[src/hw/rtl/brss_pkg.sv]
// Shared types, widths and codes for the burst receiver sample sequencer.
// Depends on nothing; every other file in hw/rtl imports it.
`timescale 1ns / 1ps

package brss_pkg;

	localparam int SAMPLE_WIDTH   = 12;
	localparam int THR_WIDTH      = 13;
	localparam int STEP_WIDTH     = 4;
	localparam int COUNT_WIDTH    = 12;
	localparam int ERR_WIDTH      = 4;
	localparam int CFG_IDX_WIDTH  = 3;
	localparam int CFG_DATA_WIDTH = 13;
	// Three magnitudes of at most 2^(SAMPLE_WIDTH-1) fit in SAMPLE_WIDTH+1 bits.
	localparam int SUM_WIDTH      = SAMPLE_WIDTH + 1;
	localparam int CMP_WIDTH      = (SUM_WIDTH > THR_WIDTH) ? SUM_WIDTH : THR_WIDTH;

	localparam logic [CFG_IDX_WIDTH-1:0] CFG_DETECT_THRESHOLD = 3'd0;
	localparam logic [CFG_IDX_WIDTH-1:0] CFG_FULL_STEP        = 3'd1;
	localparam logic [CFG_IDX_WIDTH-1:0] CFG_HALF_STEP        = 3'd2;
	localparam logic [CFG_IDX_WIDTH-1:0] CFG_PILOT_GROUPS     = 3'd3;
	localparam logic [CFG_IDX_WIDTH-1:0] CFG_FREQ_SAMPLES     = 3'd4;
	localparam logic [CFG_IDX_WIDTH-1:0] CFG_PAYLOAD_LENGTH   = 3'd5;

	localparam logic [THR_WIDTH-1:0]   RST_DETECT_THRESHOLD = 13'd1300;
	localparam logic [STEP_WIDTH-1:0]  RST_FULL_STEP        = 4'd8;
	localparam logic [STEP_WIDTH-1:0]  RST_HALF_STEP        = 4'd4;
	localparam logic [STEP_WIDTH-1:0]  RST_PILOT_GROUPS     = 4'd8;
	localparam logic [STEP_WIDTH-1:0]  RST_FREQ_SAMPLES     = 4'd2;
	localparam logic [COUNT_WIDTH-1:0] RST_PAYLOAD_LENGTH   = 12'd768;

	localparam logic [1:0] TRIG_NONE = 2'd0;
	localparam logic [1:0] TRIG_I    = 2'd1;
	localparam logic [1:0] TRIG_Q    = 2'd2;

	typedef enum logic [1:0] {
		REQ_TICK  = 2'd0,
		REQ_ERROR = 2'd1,
		REQ_ARM   = 2'd2
	} req_t;

	typedef enum logic [1:0] {
		PH_DETECT  = 2'd0,
		PH_TIMING  = 2'd1,
		PH_FREQ    = 2'd2,
		PH_PAYLOAD = 2'd3
	} phase_t;

	typedef enum logic [2:0] {
		MODE_IDLE    = 3'd0,
		MODE_DETECT  = 3'd1,
		MODE_TIMING  = 3'd2,
		MODE_WAIT    = 3'd3,
		MODE_FREQ    = 3'd4,
		MODE_PAYLOAD = 3'd5
	} mode_t;

	typedef struct packed {
		logic [THR_WIDTH-1:0]   detect_threshold;
		logic [STEP_WIDTH-1:0]  full_step;
		logic [STEP_WIDTH-1:0]  half_step;
		logic [STEP_WIDTH-1:0]  pilot_groups;
		logic [STEP_WIDTH-1:0]  freq_samples;
		logic [COUNT_WIDTH-1:0] payload_length;
	} cfg_t;

	typedef struct packed {
		logic [1:0]                     req_type;
		logic signed [SAMPLE_WIDTH-1:0] i_sample;
		logic signed [SAMPLE_WIDTH-1:0] q_sample;
		logic signed [ERR_WIDTH-1:0]    timing_error;
	} item_t;

	typedef struct packed {
		logic [1:0]                     phase;
		logic signed [SAMPLE_WIDTH-1:0] i_value;
		logic signed [SAMPLE_WIDTH-1:0] q_value;
		logic [1:0]                     trigger_channel;
		logic [COUNT_WIDTH-1:0]         sequence_index;
		logic                           awaits_error;
		logic                           step_clamped;
		logic                           last;
	} result_t;

endpackage

[src/hw/rtl/brss_cfg_regs.sv]
// Configuration register bank of the sample sequencer.
// Depends on brss_pkg for the register indexes, reset values and cfg_t.
`timescale 1ns / 1ps

module brss_cfg_regs (
	input  logic                                 clk,
	input  logic                                 arst_n,
	input  logic                                 cfg_write,
	input  logic [brss_pkg::CFG_IDX_WIDTH-1:0]   cfg_index,
	input  logic [brss_pkg::CFG_DATA_WIDTH-1:0]  cfg_data,
	output brss_pkg::cfg_t                       cfg
);
	import brss_pkg::*;

	cfg_t cfg_q;

	always_ff @(posedge clk or negedge arst_n) begin
		if (!arst_n) begin
			cfg_q.detect_threshold <= RST_DETECT_THRESHOLD;
			cfg_q.full_step        <= RST_FULL_STEP;
			cfg_q.half_step        <= RST_HALF_STEP;
			cfg_q.pilot_groups     <= RST_PILOT_GROUPS;
			cfg_q.freq_samples     <= RST_FREQ_SAMPLES;
			cfg_q.payload_length   <= RST_PAYLOAD_LENGTH;
		end else if (cfg_write) begin
			case (cfg_index)
				CFG_DETECT_THRESHOLD: cfg_q.detect_threshold <= cfg_data[THR_WIDTH-1:0];
				CFG_FULL_STEP:        cfg_q.full_step        <= cfg_data[STEP_WIDTH-1:0];
				CFG_HALF_STEP:        cfg_q.half_step        <= cfg_data[STEP_WIDTH-1:0];
				CFG_PILOT_GROUPS:     cfg_q.pilot_groups     <= cfg_data[STEP_WIDTH-1:0];
				CFG_FREQ_SAMPLES:     cfg_q.freq_samples     <= cfg_data[STEP_WIDTH-1:0];
				CFG_PAYLOAD_LENGTH:   cfg_q.payload_length   <= cfg_data[COUNT_WIDTH-1:0];
				default: ;
			endcase
		end
	end

	assign cfg = cfg_q;

endmodule

[src/hw/rtl/brss_in_reg.sv]
// Input register stage: holds one accepted item until the sequencer takes it.
// Depends on brss_pkg for item_t.
`timescale 1ns / 1ps

module brss_in_reg (
	input  logic            clk,
	input  logic            arst_n,
	input  logic            in_valid,
	output logic            in_ready,
	input  brss_pkg::item_t in_item,
	input  logic            take,
	output logic            valid_s1,
	output brss_pkg::item_t item_s1
);
	import brss_pkg::*;

	logic  vld_s1;
	item_t data_s1;

	// The stage refills in the same cycle in which its item moves on.
	assign in_ready = !vld_s1 || take;

	always_ff @(posedge clk or negedge arst_n) begin
		if (!arst_n) begin
			vld_s1 <= 1'b0;
		end else if (in_valid && in_ready) begin
			vld_s1 <= 1'b1;
		end else if (take) begin
			vld_s1 <= 1'b0;
		end
	end

	always_ff @(posedge clk) begin
		if (in_valid && in_ready) begin
			data_s1 <= in_item;
		end
	end

	assign valid_s1 = vld_s1;
	assign item_s1  = data_s1;

endmodule

[src/hw/rtl/brss_seq.sv]
// Burst sequencer core: detection window, tick spacing, phase counters and
// result formation for one item per cycle while proc is high. Depends on brss_pkg.
`timescale 1ns / 1ps

module brss_seq (
	input  logic              clk,
	input  logic              arst_n,
	input  brss_pkg::cfg_t    cfg,
	input  logic              proc,
	input  brss_pkg::item_t   item,
	output logic              res_valid,
	output brss_pkg::result_t res
);
	import brss_pkg::*;

	function automatic logic [SAMPLE_WIDTH-1:0] mag(input logic signed [SAMPLE_WIDTH-1:0] v);
		mag = v[SAMPLE_WIDTH-1] ? SAMPLE_WIDTH'(-v) : SAMPLE_WIDTH'(v);
	endfunction

	mode_t                          mode_q, mode_d;
	logic [STEP_WIDTH-1:0]          tick_q, tick_d;
	logic [STEP_WIDTH-1:0]          spacing_q, spacing_d;
	logic [COUNT_WIDTH-1:0]         count_q, count_d;
	logic [1:0]                     group_q, group_d;
	logic [1:0]                     wfill_q, wfill_d;
	logic [1:0]                     trig_q, trig_d;
	logic                           clamp_q, clamp_d;
	logic signed [SAMPLE_WIDTH-1:0] win_i_q [2];
	logic signed [SAMPLE_WIDTH-1:0] win_q_q [2];
	logic signed [SAMPLE_WIDTH-1:0] win_i_d [2];
	logic signed [SAMPLE_WIDTH-1:0] win_q_d [2];

	logic [STEP_WIDTH-1:0]  tick_inc;
	logic [COUNT_WIDTH-1:0] count_inc;
	logic [CMP_WIDTH-1:0]   sum_i, sum_q, thr;
	logic                   hit_i, hit_q;
	logic                   tick_event;
	logic                   win_full;
	logic signed [5:0]      new_spacing;

	assign tick_inc  = tick_q + 1'b1;
	assign count_inc = count_q + 1'b1;
	assign win_full  = wfill_q[1];

	assign sum_i = CMP_WIDTH'(mag(win_i_q[0])) + CMP_WIDTH'(mag(win_i_q[1]))
		+ CMP_WIDTH'(mag(item.i_sample));
	assign sum_q = CMP_WIDTH'(mag(win_q_q[0])) + CMP_WIDTH'(mag(win_q_q[1]))
		+ CMP_WIDTH'(mag(item.q_sample));
	assign thr   = CMP_WIDTH'(cfg.detect_threshold);
	assign hit_i = sum_i > thr;
	assign hit_q = sum_q > thr;

	// Spacing after a timing group: full step less the reported error.
	assign new_spacing = $signed({2'b00, cfg.full_step})
		- $signed({{2{item.timing_error[ERR_WIDTH-1]}}, item.timing_error});

	// A tick counts only in an active phase, and fires once the spacing is met.
	assign tick_event = proc && (item.req_type == REQ_TICK) && (mode_q != MODE_IDLE)
		&& (mode_q != MODE_WAIT) && (tick_inc >= spacing_q);

	assign res_valid = tick_event && ((mode_q != MODE_DETECT) || (win_full && (hit_i || hit_q)));

	// Next state.
	always_comb begin
		mode_d     = mode_q;
		tick_d     = tick_q;
		spacing_d  = spacing_q;
		count_d    = count_q;
		group_d    = group_q;
		wfill_d    = wfill_q;
		trig_d     = trig_q;
		clamp_d    = clamp_q;
		win_i_d    = win_i_q;
		win_q_d    = win_q_q;
		if (proc) begin
			case (item.req_type)
				REQ_ARM: begin
					mode_d    = MODE_DETECT;
					tick_d    = '0;
					spacing_d = STEP_WIDTH'(1);
					count_d   = '0;
					group_d   = '0;
					wfill_d   = '0;
					trig_d    = TRIG_NONE;
					clamp_d   = 1'b0;
				end
				REQ_ERROR: begin
					if (mode_q == MODE_WAIT) begin
						tick_d  = '0;
						clamp_d = new_spacing < 6'sd1;
						if (new_spacing < 6'sd1) begin
							spacing_d = STEP_WIDTH'(1);
						end else if (new_spacing > 6'sd15) begin
							spacing_d = STEP_WIDTH'(15);
						end else begin
							spacing_d = new_spacing[STEP_WIDTH-1:0];
						end
						if (count_inc == COUNT_WIDTH'(cfg.pilot_groups)) begin
							count_d = '0;
							mode_d  = MODE_FREQ;
						end else begin
							count_d = count_inc;
							mode_d  = MODE_TIMING;
						end
					end
				end
				REQ_TICK: begin
					if (mode_q != MODE_IDLE && mode_q != MODE_WAIT) begin
						tick_d = tick_inc;
						if (tick_inc >= spacing_q) begin
							tick_d = '0;
							case (mode_q)
								MODE_DETECT: begin
									if (!win_full) begin
										win_i_d[wfill_q[0]] = item.i_sample;
										win_q_d[wfill_q[0]] = item.q_sample;
										wfill_d             = wfill_q + 1'b1;
									end else if (hit_i || hit_q) begin
										trig_d    = hit_i ? TRIG_I : TRIG_Q;
										mode_d    = MODE_TIMING;
										spacing_d = STEP_WIDTH'(1);
										count_d   = '0;
										group_d   = '0;
										wfill_d   = '0;
									end else begin
										win_i_d[0] = win_i_q[1];
										win_i_d[1] = item.i_sample;
										win_q_d[0] = win_q_q[1];
										win_q_d[1] = item.q_sample;
									end
								end
								MODE_TIMING: begin
									clamp_d   = 1'b0;
									spacing_d = cfg.half_step;
									if (group_q == 2'd2) begin
										group_d = '0;
										mode_d  = MODE_WAIT;
									end else begin
										group_d = group_q + 1'b1;
									end
								end
								MODE_FREQ: begin
									clamp_d   = 1'b0;
									spacing_d = cfg.full_step;
									if (count_inc == COUNT_WIDTH'(cfg.freq_samples)) begin
										count_d = '0;
										mode_d  = MODE_PAYLOAD;
									end else begin
										count_d = count_inc;
									end
								end
								MODE_PAYLOAD: begin
									clamp_d   = 1'b0;
									spacing_d = cfg.full_step;
									count_d   = count_inc;
									// The last payload sample ends the burst; re-arming is needed.
									if (count_inc == cfg.payload_length) begin
										mode_d    = MODE_IDLE;
										spacing_d = STEP_WIDTH'(1);
										count_d   = '0;
										group_d   = '0;
										wfill_d   = '0;
										trig_d    = TRIG_NONE;
									end
								end
								default: ;
							endcase
						end
					end
				end
				default: ;
			endcase
		end
	end

	// Result fields.
	always_comb begin
		res.i_value         = item.i_sample;
		res.q_value         = item.q_sample;
		res.trigger_channel = trig_q;
		res.sequence_index  = count_q;
		res.awaits_error    = 1'b0;
		res.step_clamped    = clamp_q;
		res.last            = 1'b0;
		case (mode_q)
			MODE_DETECT: begin
				res.phase           = PH_DETECT;
				res.trigger_channel = hit_i ? TRIG_I : TRIG_Q;
				res.sequence_index  = '0;
				res.step_clamped    = 1'b0;
			end
			MODE_TIMING: begin
				res.phase        = PH_TIMING;
				res.awaits_error = group_q == 2'd2;
			end
			MODE_FREQ: begin
				res.phase = PH_FREQ;
			end
			MODE_PAYLOAD: begin
				res.phase = PH_PAYLOAD;
				res.last  = count_inc == cfg.payload_length;
			end
			default: begin
				res.phase = PH_DETECT;
			end
		endcase
	end

	always_ff @(posedge clk or negedge arst_n) begin
		if (!arst_n) begin
			mode_q    <= MODE_IDLE;
			tick_q    <= '0;
			spacing_q <= STEP_WIDTH'(1);
			count_q   <= '0;
			group_q   <= '0;
			wfill_q   <= '0;
			trig_q    <= TRIG_NONE;
			clamp_q   <= 1'b0;
		end else begin
			mode_q    <= mode_d;
			tick_q    <= tick_d;
			spacing_q <= spacing_d;
			count_q   <= count_d;
			group_q   <= group_d;
			wfill_q   <= wfill_d;
			trig_q    <= trig_d;
			clamp_q   <= clamp_d;
		end
	end

	// The window is only read once both entries have been written.
	always_ff @(posedge clk) begin
		win_i_q <= win_i_d;
		win_q_q <= win_q_d;
	end

`ifndef NO_ASSERTIONS
	a_group_range: assert property (@(posedge clk) disable iff (!arst_n)
		group_q != 2'd3)
		else $error("timing group fill out of range");

	a_awaits_timing: assert property (@(posedge clk) disable iff (!arst_n)
		res_valid && res.awaits_error |=> mode_q == MODE_WAIT)
		else $error("group close did not enter the error wait");

	a_last_idle: assert property (@(posedge clk) disable iff (!arst_n)
		res_valid && res.last |=> mode_q == MODE_IDLE && trig_q == TRIG_NONE)
		else $error("burst did not end after the last payload item");

	a_clamp_mode: assert property (@(posedge clk) disable iff (!arst_n)
		clamp_q |-> (mode_q == MODE_TIMING || mode_q == MODE_FREQ))
		else $error("clamp flag pending outside timing or frequency phase");
`endif

endmodule

[src/hw/rtl/brss_out_reg.sv]
// Result register: holds one result item until the consumer takes it.
// Depends on brss_pkg for result_t.
`timescale 1ns / 1ps

module brss_out_reg (
	input  logic              clk,
	input  logic              arst_n,
	input  logic              load,
	input  brss_pkg::result_t res_in,
	output logic              load_ok,
	output logic              out_valid,
	input  logic              out_ready,
	output brss_pkg::result_t res_out
);
	import brss_pkg::*;

	logic    valid_q;
	result_t res_q;

	assign load_ok = !valid_q || out_ready;

	always_ff @(posedge clk or negedge arst_n) begin
		if (!arst_n) begin
			valid_q <= 1'b0;
		end else if (load) begin
			valid_q <= 1'b1;
		end else if (out_ready) begin
			valid_q <= 1'b0;
		end
	end

	always_ff @(posedge clk) begin
		if (load) begin
			res_q <= res_in;
		end
	end

	assign out_valid = valid_q;
	assign res_out   = res_q;

endmodule

[src/hw/rtl/burst_receiver_sample_sequencer.sv]
// Burst receiver sample sequencer, top level. An accepted item is registered in
// the input register, and its result item, if any, in the result register.
// Throughput: one item per cycle; a stalled result register holds the input
// stage. Reset (arst_n, asynchronous, active low) restores the register defaults
// and leaves the sequencer idle and not armed.
// Depends on brss_pkg, brss_cfg_regs, brss_in_reg, brss_seq and brss_out_reg.
`timescale 1ns / 1ps

module burst_receiver_sample_sequencer (
	input  logic                                       clk,
	input  logic                                       arst_n,
	input  logic                                       cfg_write,
	input  logic [brss_pkg::CFG_IDX_WIDTH-1:0]         cfg_index,
	input  logic [brss_pkg::CFG_DATA_WIDTH-1:0]        cfg_data,
	input  logic                                       in_valid,
	output logic                                       in_ready,
	input  logic [1:0]                                 req_type,
	input  logic signed [brss_pkg::SAMPLE_WIDTH-1:0]   i_sample,
	input  logic signed [brss_pkg::SAMPLE_WIDTH-1:0]   q_sample,
	input  logic signed [brss_pkg::ERR_WIDTH-1:0]      timing_error,
	output logic                                       out_valid,
	input  logic                                       out_ready,
	output logic [1:0]                                 phase,
	output logic signed [brss_pkg::SAMPLE_WIDTH-1:0]   i_value,
	output logic signed [brss_pkg::SAMPLE_WIDTH-1:0]   q_value,
	output logic [1:0]                                 trigger_channel,
	output logic [brss_pkg::COUNT_WIDTH-1:0]           sequence_index,
	output logic                                       awaits_error,
	output logic                                       step_clamped,
	output logic                                       last
);
	import brss_pkg::*;

	cfg_t    cfg;
	item_t   in_item;
	item_t   item_s1;
	logic    valid_s1;
	logic    load_ok;
	logic    proc;
	logic    res_valid;
	result_t res;
	result_t res_out;

	assign in_item.req_type     = req_type;
	assign in_item.i_sample     = i_sample;
	assign in_item.q_sample     = q_sample;
	assign in_item.timing_error = timing_error;

	// An item is worked on only when its result, if any, has a place to go.
	assign proc = valid_s1 && load_ok;

	brss_cfg_regs u_cfg (
		.clk       (clk),
		.arst_n    (arst_n),
		.cfg_write (cfg_write),
		.cfg_index (cfg_index),
		.cfg_data  (cfg_data),
		.cfg       (cfg)
	);

	brss_in_reg u_in (
		.clk      (clk),
		.arst_n   (arst_n),
		.in_valid (in_valid),
		.in_ready (in_ready),
		.in_item  (in_item),
		.take     (proc),
		.valid_s1 (valid_s1),
		.item_s1  (item_s1)
	);

	brss_seq u_seq (
		.clk       (clk),
		.arst_n    (arst_n),
		.cfg       (cfg),
		.proc      (proc),
		.item      (item_s1),
		.res_valid (res_valid),
		.res       (res)
	);

	brss_out_reg u_out (
		.clk       (clk),
		.arst_n    (arst_n),
		.load      (res_valid),
		.res_in    (res),
		.load_ok   (load_ok),
		.out_valid (out_valid),
		.out_ready (out_ready),
		.res_out   (res_out)
	);

	assign phase           = res_out.phase;
	assign i_value         = res_out.i_value;
	assign q_value         = res_out.q_value;
	assign trigger_channel = res_out.trigger_channel;
	assign sequence_index  = res_out.sequence_index;
	assign awaits_error    = res_out.awaits_error;
	assign step_clamped    = res_out.step_clamped;
	assign last            = res_out.last;

endmodule
[config.mk]
export PLATFORM = sky130hd
export DESIGN_NAME = burst_receiver_sample_sequencer
export DESIGN_NICKNAME = d
export VERILOG_FILES = /design/src/hw/rtl/brss_pkg.sv /design/src/hw/rtl/brss_cfg_regs.sv /design/src/hw/rtl/brss_in_reg.sv /design/src/hw/rtl/brss_seq.sv /design/src/hw/rtl/brss_out_reg.sv /design/src/hw/rtl/burst_receiver_sample_sequencer.sv
export SDC_FILE = /design/constraint.sdc
export NUM_CORES = 1
export LEC_CHECK = 0
export BUFFER_PORTS_ARGS = -buffer_cell sky130_fd_sc_hd__buf_2
export CORE_MARGIN = 1.5
export CORE_UTILIZATION = 50
export CTS_BUF_LIST = sky130_fd_sc_hd__clkbuf_8
export DETAILED_ROUTE_END_ITERATION = 10
export PLACE_DENSITY = 0.68
export SLEW_MARGIN = 15
export SYNTH_ARGS = -nofsm -noshare
export SYNTH_HDL_FRONTEND = slang
export SYNTH_SLANG_ARGS = --single-unit
[constraint.sdc]
create_clock -name clk -period 12.37 [get_ports clk]
set_clock_uncertainty 0.05 [all_clocks]
set_input_delay 0 -clock clk [delete_from_list [all_inputs] [get_ports clk]]
set_output_delay 0 -clock clk [all_outputs]
set_load 0.005 [all_outputs]
After elaboration in Yosys (flattened, before gate mapping)
Cells that the tools add are included.
{ "totals": {"in_bits": 51, "output_inout_bits": 45, "word_cells": 210, "regBits": 194} }
{ "op_classes": {"n_lt_le_gt_ge": 7, "n_reduce_logical": 40, "mux": 81, "bitwise": 1, "n_eq_ne": 33, "add_sub_neg": 15} }
{ "ops": {"columns": ["op", "count"], "rows": [
  ["$mux W12", 15],
  ["$mux W24", 4],
  ["$neg A12 Y12", 6],
  ["$pmux W12 S3", 2],
  ["$bwmux W24", 2],
  ["$mux W4", 11],
  ["$reduce_and A8 Y1", 4],
  ["$mux W2", 15],
  ["$mux W3", 9],
  ["$add A12 B12 Y13", 2],
  ["$add A13 B12 Y13", 2],
  ["$gt A13 B13 Y1", 2],
  ["$eq A12 B4 Y1", 2],
  ["$pmux W4 S3", 2],
  ["$pmux W2 S2", 5],
  ["$reduce_and A6 Y1", 3],
  ["$pmux W4 S4", 1],
  ["$ne A3 B3 Y1 const B", 5],
  ["$mux W14", 1],
  ["$add A12 B1 Y12 const B", 1],
  ["$demux W12 S1", 1],
  ["$eq A12 B12 Y1", 1],
  ["$eq A3 B2 Y1 const B", 4],
  ["$eq A3 B3 Y1 const B", 4],
  ["35 further kinds", 73]
]} }

Depth between registers and ports, before layout
Gate-level depths: netlist of the first run.
{ "depth": {"word_depth": 12, "mapped_depth": 26, "depth_no_buf": 25} }

Cells and area by module
A second synthesis of the first run with hierarchy kept.
{ "unflattened": {"cells_unflattened": 1165, "hier_area_um2": 12598.3} }
{ "by_module_without_submodules": {"columns": ["mod", "seq_area_each_um2", "cells_per_inst", "area_each_um2", "n_inst"], "rows": [
  ["brss_seq", 2193.4, 994, 8700.8, 1],
  ["brss_cfg_regs", 1038.5, 90, 1597.8, 1],
  ["brss_out_reg", 1316.3, 46, 1338.8, 1],
  ["brss_in_reg", 925.9, 34, 954.7, 1],
  ["burst_receiver_sample_sequencer", 0.0, 1, 6.3, 1]
]} }

Least setup slack after synthesis of the first run
Ideal clock, no wire load.
{ "synth_path": {"path_type": "reg2reg", "from": "reg u_in.data_s1, in the netlist u_in.item_s1[16]", "to": "reg u_seq.win_i_q[12] (netlist bit) (enable)", "arrival_time_ps": 5485, "setup_slack_ps": 6422, "synth_period_minus_slack_ps": 5948, "setup_time_ps": 413, "n_path_buf": 0, "required_ps": 11907, "stages_incl_launch_ff": 25, "path_cell_list": "edfxtp_1 -> inv_1 -> ha_1 -> mux2i_1 -> fa_1 -> inv_1 -> ha_1 -> inv_1 -> fa_1 -> nor2b_1 -> o21ai_0 -> a21boi_0 -> o21ai_0 -> a21boi_0 -> o21ai_0 -> nor2b_1 -> o211ai_1 -> ha_1 -> a21oi_1 -> nand2_1 -> a21oi_1 -> a311oi_2 -> nor3_1 -> nand2_1 -> a21oi_1"} }
{ "synth_via": {"elab_chain_len": 7} }
{ "synth_lines": {"columns": ["item", "line", "rtl"], "rows": [
  ["start, declared", "brss_in_reg.sv:18", "item_t data_s1;"],
  ["start signal, assigned", "brss_in_reg.sv:35", "data_s1 <= in_item;"],
  ["$neg A12 Y12", "brss_seq.sv:17", "mag = v[SAMPLE_WIDTH-1] ? SAMPLE_WIDTH'(-v) : SAMPLE_WIDTH'(v);"],
  ["$mux W12 (*)", "brss_seq.sv:17", null],
  ["$add A13 B12 Y13 (*)", "brss_seq.sv:46", "+ CMP_WIDTH'(mag(item.i_sample));"],
  ["$gt A13 B13 Y1 (*)", "brss_seq.sv:50", "assign hit_i = sum_i > thr;"],
  ["$logic_or A1 B1 Y1 (*)", "brss_seq.sv:118", "end else if (hit_i || hit_q) begin"],
  ["$ne A2 B2 Y1 (no line) (*)", null, null],
  ["$reduce_and A6 Y1 (no line) (*)", null, null],
  ["end signal, assigned", "brss_seq.sv:233", "win_i_q <= win_i_d;"],
  ["end, declared", "brss_seq.sv:28", "logic signed [SAMPLE_WIDTH-1:0] win_i_q [2];"]
]} }
Every way passes the cells marked *; elsewhere a longest branch is shown, timed or not.
A chain may end at the register's enable or synchronous reset.

Final worst setup path of the first run
{ "layout_path": {"from": "reg u_in.data_s1, in the netlist u_in.item_s1[16]", "to": "reg u_seq.count_q[11]"} }
{ "layout_via": {"elab_chain_len": 7} }
{ "layout_lines": {"columns": ["item", "line", "rtl"], "rows": [
  ["$neg A12 Y12", "brss_seq.sv:17", null],
  ["$mux W12 (*)", "brss_seq.sv:17", null],
  ["$add A13 B12 Y13 (*)", "brss_seq.sv:46", null],
  ["$gt A13 B13 Y1 (*)", "brss_seq.sv:50", null],
  ["$logic_or A1 B1 Y1 (*)", "brss_seq.sv:118", null],
  ["$ne A3 B3 Y1 (no line) (*)", null, null],
  ["$reduce_and A8 Y1 (no line) (*)", null, null],
  ["end signal, assigned", "brss_seq.sv:223", "count_q <= count_d;"],
  ["end, declared", "brss_seq.sv:23", "logic [COUNT_WIDTH-1:0] count_q, count_d;"]
]} }
Marks and branches as above.

==> qor.txt, run 1 <==
Post-synthesis net count - 1,360
R2R cell count - 25
Unrepaired setup endpoints after global routing - false
HP Class - input pin to flop
Vias - 9,414
I/O Buffers - 95
Yosys reg bits - 194
Area grow syn2layout - 14.1%
Routed length on met2 - 14,000 um
DR iter-0 viols - 558
Clock latency on the worst-skew pair - 0.48 ns
Hold path cells - 2
Leading area contributor after synthesis - edfxtp_1
Crit path DAT - 6.95 ns
DP HPWL - 20,800 um
Post-synthesis cell type count - 78
Slew Viols, Final - 0
Maxcap violations - 0
Largest net degree at the start of global routing - 74
Final hold violations - 0
Number of enable flip-flop cells after synthesis - 121
IO Pins - 96
CP Launch Type - flop
Post-CTS Setup Bufs - 0
Fin crit share - 0.539
Worst ir drop on vdd - 0.0982 mV
Global-route usage over all layers - 0.234
Total gr overflow - 0
Share of layout cells above drive strength 1 - 0.153
Drc violations - 0
Non-filler cells, final - 1,688
Max Clk Rate - 0.150 GHz
Final Setup Violations - 0
Rows - 57
Ant diodes - 0
Max FO, Critical Path - 15
H-tree levels - 4
CP required - 12.65 ns
Die height - 160 um
CTS root buf - clkbuf_8
CTS tree - done
Uppermost layer routed - met4
Syn Area/Cell - 10.2 um^2
Total CTS buffers - 17
Synth Instances - 1,215
Clock Path Buffers - 2
PD cells - 141 mW/mm^2
Share of the synthesized area in the top cell type - 0.294
Synth async-reset ratio - 0.376
Max transition margin - 0.259
Wl on met1 - 13,500 um
First-pass GRT wire length - 47,800 um
Tightest Pin Transition - 1.11 ns
Routed len/inst - 17.3 um
Sink Count - 194
CTS-repair resized insts - 0
Design Area, Final - 0.0141 mm^2
Core box area - 0.0243 mm^2
Die W - 160 um
Setup crit end kind - flop
Post-synthesis instance area - 0.0124 mm^2
Setup TNS - 0 ns
Gpl congestion - 0.881
DR pass1 iterations - 5
Total routed wirelength - 29,200 um
Number of global-route vias before repair - 9,233
Vias per Instance - 5.58
CP startpoint - u_in.item_s1[16]
Initial core utilization - 0.509
Yosys Warn Count - 0
Static leakage - 5.85 nW
Cell Area, Placed - 0.0131 mm^2
Synth area leaders - edfxtp_1, dfrtp_1, ha_1
NumNets Final - 1,496
Worst Hold Launch - q_sample[7]
CP Class - flop to flop
Sequential-to-total area share from yosys stat - 0.443
Reg-to-Reg Start - u_in.item_s1[16]
Die area - 0.0257 mm^2
Detail Route Antenna Nets - 0
Status - finished, final reports clean
Primary FF master, synth - edfxtp_1
Clock transition at path regs - 0.12 ns
Antenna violations before repair - 0
Hold Slack - 0.169 ns
Inst Count DP - 1,600
Metal3 WL - 1360 um
Tmin final - 6.66 ns
flip-flops by register name, summed over array words and instances (netlist names), 3 cells and up:
| name | cells |
|---|---|
| u_seq.win_i_q | 24 |
| u_out.res_out | 43 |
| u_seq.win_q_q | 24 |
| u_seq.spacing_q | 4 |
| u_in.item_s1 | 30 |
| u_seq.count_q | 12 |
| u_seq.tick_q | 4 |
| u_seq.mode_q | 3 |
| u_cfg.cfg | 41 |
where the power goes:
part | leakage [nW] | total, mW | switching [mW] | internal (mW)
combinational | 3.56 | 0.683 | 0.387 | 0.296
clock | 0.225 | 0.461 | 0.241 | 0.220
sequential | 2.06 | 0.850 | 0.0711 | 0.779
cell families after synthesis:
kind of cell,Yosys count,synth area share
XOR/XNOR,93,0.0670
buffers and inverters,152,0.0494
AND/OR/NAND/NOR,394,0.162
multiplexers,42,0.0372
flip-flops,194,0.443
AO/OA/AOI/OAI,246,0.131
adder cells (fa/ha/maj),94,0.111
routing by layer:
layer / up-vias / track usage
met1: 4554 / 0.328
met5: - / 0
met4: 0 / 0.0599
met2: 274 / 0.384
li1: 4560 / -
met3: 26 / 0.0343
timing repair:
action | 4_1_cts | 5_1_grt
hold buffers | 56 | 0
hold endpoints to repair | 135 | 0
setup endpoints to repair | 0 | 0
placed cells by master, fill, tap and decap left out, types with 7 or more instances in the layout:
cell           count
clkbuf_8          17
o41ai_1           10
nor4_1            14
fa_1              27
mux2_2            31
nand3_1           26
buf_4              8
nor2_1            65
o21ai_1           10
ha_1              67
a21o_1             9
inv_1            112
a21oi_2            8
nor2b_1           40
xor2_1            58
mux2i_1           10
nand2b_1          21
xnor2_1           34
and3_1             7
nor3_1            16
nand4_1           12
edfxtp_1         121
buf_2             95
nand2_1          136
dfrtp_1           62
o31ai_1           19
dfstp_2           11
or3_1             11
dlygate4sd3_1     56
o22ai_1            8
a21oi_1           34
o21ai_0           84
synth_stat cells, types with 25 or more instances:
library cell and number:
nand3_1 26, mux2_2 31, nor2b_1 40, ha_1 67, inv_1 110, fa_1 27, nor2_1 67, nand2_1 136
clkbuf_1 25, xor2_1 58, edfxtp_1 121, xnor2_1 34, a21oi_1 35, dfrtp_1 62, o21ai_0 84
cell type report:
| class | instances | area (um^2) |
|---|---|---|
| repair buffers | 159 | 1100 |
| multi-input cells | 869 | 6310 |
| clock buffers | 17 | 234 |
| flip-flops and latches | 194 | 5470 |
| fillers | 2108 | 10200 |
| well taps | 324 | 405 |
| inverters | 110 | 413 |
| clock inverters | 15 | 189 |
worst max-delay path: stages (launching register included):
cell      delay, ns
edfxtp_1       0.49
inv_1          0.19
ha_1           0.25
mux2i_1        0.23
fa_1           0.43
inv_1          0.06
ha_1           0.16
inv_1          0.06
fa_1           0.40
nor2b_1        0.14
o21ai_0        0.12
a21boi_0       0.25
o21ai_0        0.14
a21boi_0       0.26
o21ai_0        0.13
nor2b_1        0.17
o211ai_1       0.19
ha_1           0.28
a21oi_1        0.16
nand2_1        0.07
a21oi_1        0.25
a311oi_2       0.18
o31ai_1        0.55
a211o_1        0.66
nand2b_1       0.52
o22ai_2        0.15
per-stage QoR:
stage	power (mW)	setup slack, ns	utilization
floorplan	1.35	6.42	-
global placement	1.51	5.98	0.540
detailed placement	1.53	5.80	0.540
CTS	2.01	5.76	0.581
global route	2.12	5.23	0.581
finish	1.99	5.71	0.581
final timing paths:
path / end / slack, ns
max in group asynchronous: u_cfg.cfg[33] / 11.39
worst min register to register: u_out.res_out[18] / 0.43
worst max register to register: u_seq.count_q[11] / 5.71
worst max-delay path: u_seq.count_q[11] / 5.71
min in group asynchronous: u_cfg.cfg[25] / 0.25
worst min-delay path: u_in.item_s1[11] / 0.17
Power figures use the tool's default switching activity.
==> run 2: changes to the inputs <==
- clock period: 12.37 -> 6.88 ns (I/O delays scaled with it)
==> run 2 against run 1 <==
  * Fmax rose by 7.8%
  * Flip-flop and latch count unchanged
  * Global-route usage fell by 0.70 points
  * Largest power group unchanged
  * Critical path depth fell by 3
==> qor.txt, run 2 (synthesis results as in run 1) <==
Status - finished, final reports clean
Largest net degree at the start of global routing - 74
Clock latency on the worst-skew pair - 0.49 ns
Initial core utilization - 0.509
Max FO, Critical Path - 7
Combinational power share - 0.345
FILL cells - 2,128
Number of global-route vias before repair - 9,133
I/O Buffers - 95
Maxcap violations - 0
Share of layout cells above drive strength 1 - 0.156
Final Setup Violations - 0
Sequential share of power - 0.437
CP required - 7.19 ns
Highest-delay cell along the critical path - o31ai_1
Vias per Instance - 5.53
Tightest Pin Transition - 1.07 ns
Tmin final - 6.18 ns
Total gr overflow - 0
CP startpoint - u_seq.win_q_q[0]
Switch share - 0.356
Die height - 160 um
Max Clk Rate - 0.162 GHz
Clock Path Buffers - 2
Clock transition at path regs - 0.11 ns
CP peak stage delay - 0.52 ns
PD cells - 249 mW/mm^2
Vias - 9,356
Static leakage - 5.84 nW
Total CTS buffers - 17
Unrepaired setup endpoints after global routing - false
Rows - 57
Commonest cells after routing, fill and taps aside - nand2_1, edfxtp_1, inv_1, buf_2, o21ai_0
Routed len/inst - 16.7 um
Crit-path leading delay family - compound AO/OA/AOI/OAI gates
Worst Hold Launch - timing_error[2]
Final worst setup slack - 0.697 ns
Crit path DAT - 6.50 ns
Psw - 1.25 mW
Total power - 3.52 mW
Setup crit end kind - flop
CP Class - flop to flop
Detail Route Antenna Nets - 0
Ant diodes - 0
First-pass GRT wire length - 46,600 um
H-tree levels - 4
Post-CTS Setup Bufs - 0
Int Pwr - 2.26 mW
DR pass1 iterations - 7
Fin crit share - 0.899
Area grow syn2layout - 14.2%
Reg-to-Reg Start - u_seq.win_q_q[0]
Drc violations - 0
IO Pins - 96
Slew Viols, Final - 0
HP Class - input pin to flop
Die area - 0.0257 mm^2
Inst Count DP - 1,603
NumNets Final - 1,500
CTS root buf - clkbuf_8
Clock share of power - 0.218
CP cell instances - nor3_1, nor2b_1, xnor2_1, fa_1, inv_1, ha_1, nor2b_1, o21ai_0, a21boi_0, o21ai_0, a21boi_0, o21ai_0, nor2b_1, o211ai_1, ha_1, nand4_1, nor4_1, a311oi_2, o31ai_1, o22ai_2, o211ai_2, mux2_1
Sink Count - 194
Max reg flops - 43
Worst ir drop on vdd - 0.131 mV
Total routed wirelength - 28,200 um
Gpl congestion - 0.887
CTS tree - done
Max transition margin - 0.283
Final hold violations - 0
Non-filler cells, final - 1,691
Core box area - 0.0243 mm^2
Pre-CTS setup slack - 0.631 ns
Global-route usage over all layers - 0.227
DR iter-0 viols - 549
Critical path buffers and inverters - 1
DP HPWL - 20,500 um
Most common cell after layout, fill and taps aside - nand2_1
CP Launch Type - flop
Die W - 160 um
Setup TNS - 0 ns
Antenna violations before repair - 0
Hold Slack - 0.159 ns
run 2: changes by cell type in the layout (fill, tap and decap cells not counted), moves of 2 or more:
cell | before | now
bufinv_16 | 4 | 2
inv_8 | 0 | 3
inv_1 | 112 | 110
buf_4 | 8 | 10
clkinv_2 | 3 | 1
run 2: routing by layer:
layer | share of wire | GRT usage | wire [um] | vias to the layer above
li1 | - | - | - | 4567
met1 | 0.47 | 0.331 | 13300 | 4520
met2 | 0.47 | 0.360 | 13300 | 243
met3 | 0.046 | 0.0287 | 1300 | 26
met4 | 0.012 | 0.0586 | 333 | 0
met5 | 0 | 0 | 0 | -
run 2: path summary, 6_finish.rpt:
| check | endpoint | slack (ns) | depth (start not counted) |
|---|---|---|---|
| setup / recovery | u_seq.mode_q[1] | 0.70 | 22 |
| hold / removal | u_in.item_s1[2] | 0.16 | 2 |
| setup reg to reg | u_seq.mode_q[1] | 0.70 | 22 |
| hold reg to reg | u_seq.spacing_q[0] | 0.43 | 2 |
| max in group asynchronous | u_cfg.cfg[5] | 5.91 | 3 |
| min in group asynchronous | u_cfg.cfg[23] | 0.22 | 3 |
run 2: cell type report:
| cell class | instances | area [um^2] | share of cell area |
|---|---|---|---|
| Multi-Input combinational cell | 869 | 6300 | 0.446 |
| Timing Repair Buffer | 163 | 1140 | 0.0808 |
| Inverter | 110 | 413 | 0.0292 |
| Tap cell | 324 | 405 | 0.0287 |
| Clock buffer | 17 | 234 | 0.0166 |
| Sequential cell | 194 | 5470 | 0.388 |
| Clock inverter | 14 | 156 | 0.0111 |
run 2: worst reg2reg max path, stage by stage, from the launching register on:
cell	delay (ns)
edfxtp_1	0.50
nor3_1	0.41
nor2b_1	0.11
xnor2_1	0.17
fa_1	0.51
inv_1	0.06
ha_1	0.33
nor2b_1	0.14
o21ai_0	0.25
a21boi_0	0.18
o21ai_0	0.24
a21boi_0	0.16
o21ai_0	0.21
nor2b_1	0.24
o211ai_1	0.14
ha_1	0.33
nand4_1	0.15
nor4_1	0.43
a311oi_2	0.11
o31ai_1	0.52
o22ai_2	0.29
o211ai_2	0.19
mux2_1	0.35
run 2: per-stage QoR:
step | util | cell area (um^2)
4_1_cts | 0.581 | 14100
5_1_grt | 0.581 | 14100
2_1_floorplan | - | 12400
3_3_place_gp | 0.541 | 13200
6_report | 0.581 | 14100
3_5_place_dp | 0.541 | 13200
run 2: what timing repair did:
action,CTS,global route
hold buffers,57,0
resized for setup,0,1
setup endpoints to repair,0,10
hold endpoints to repair,135,0
run 2: power groups by stage:
stage / Clock [mW] / Sequential [mW] / Combinational [mW]
2_1_floorplan: 0 / 1.49 / 0.931
3_3_place_gp: 0 / 1.56 / 1.15
3_5_place_dp: 0 / 1.56 / 1.18
4_1_cts: 0.788 / 1.53 / 1.21
5_1_grt: 0.828 / 1.55 / 1.37
6_report: 0.768 / 1.53 / 1.21
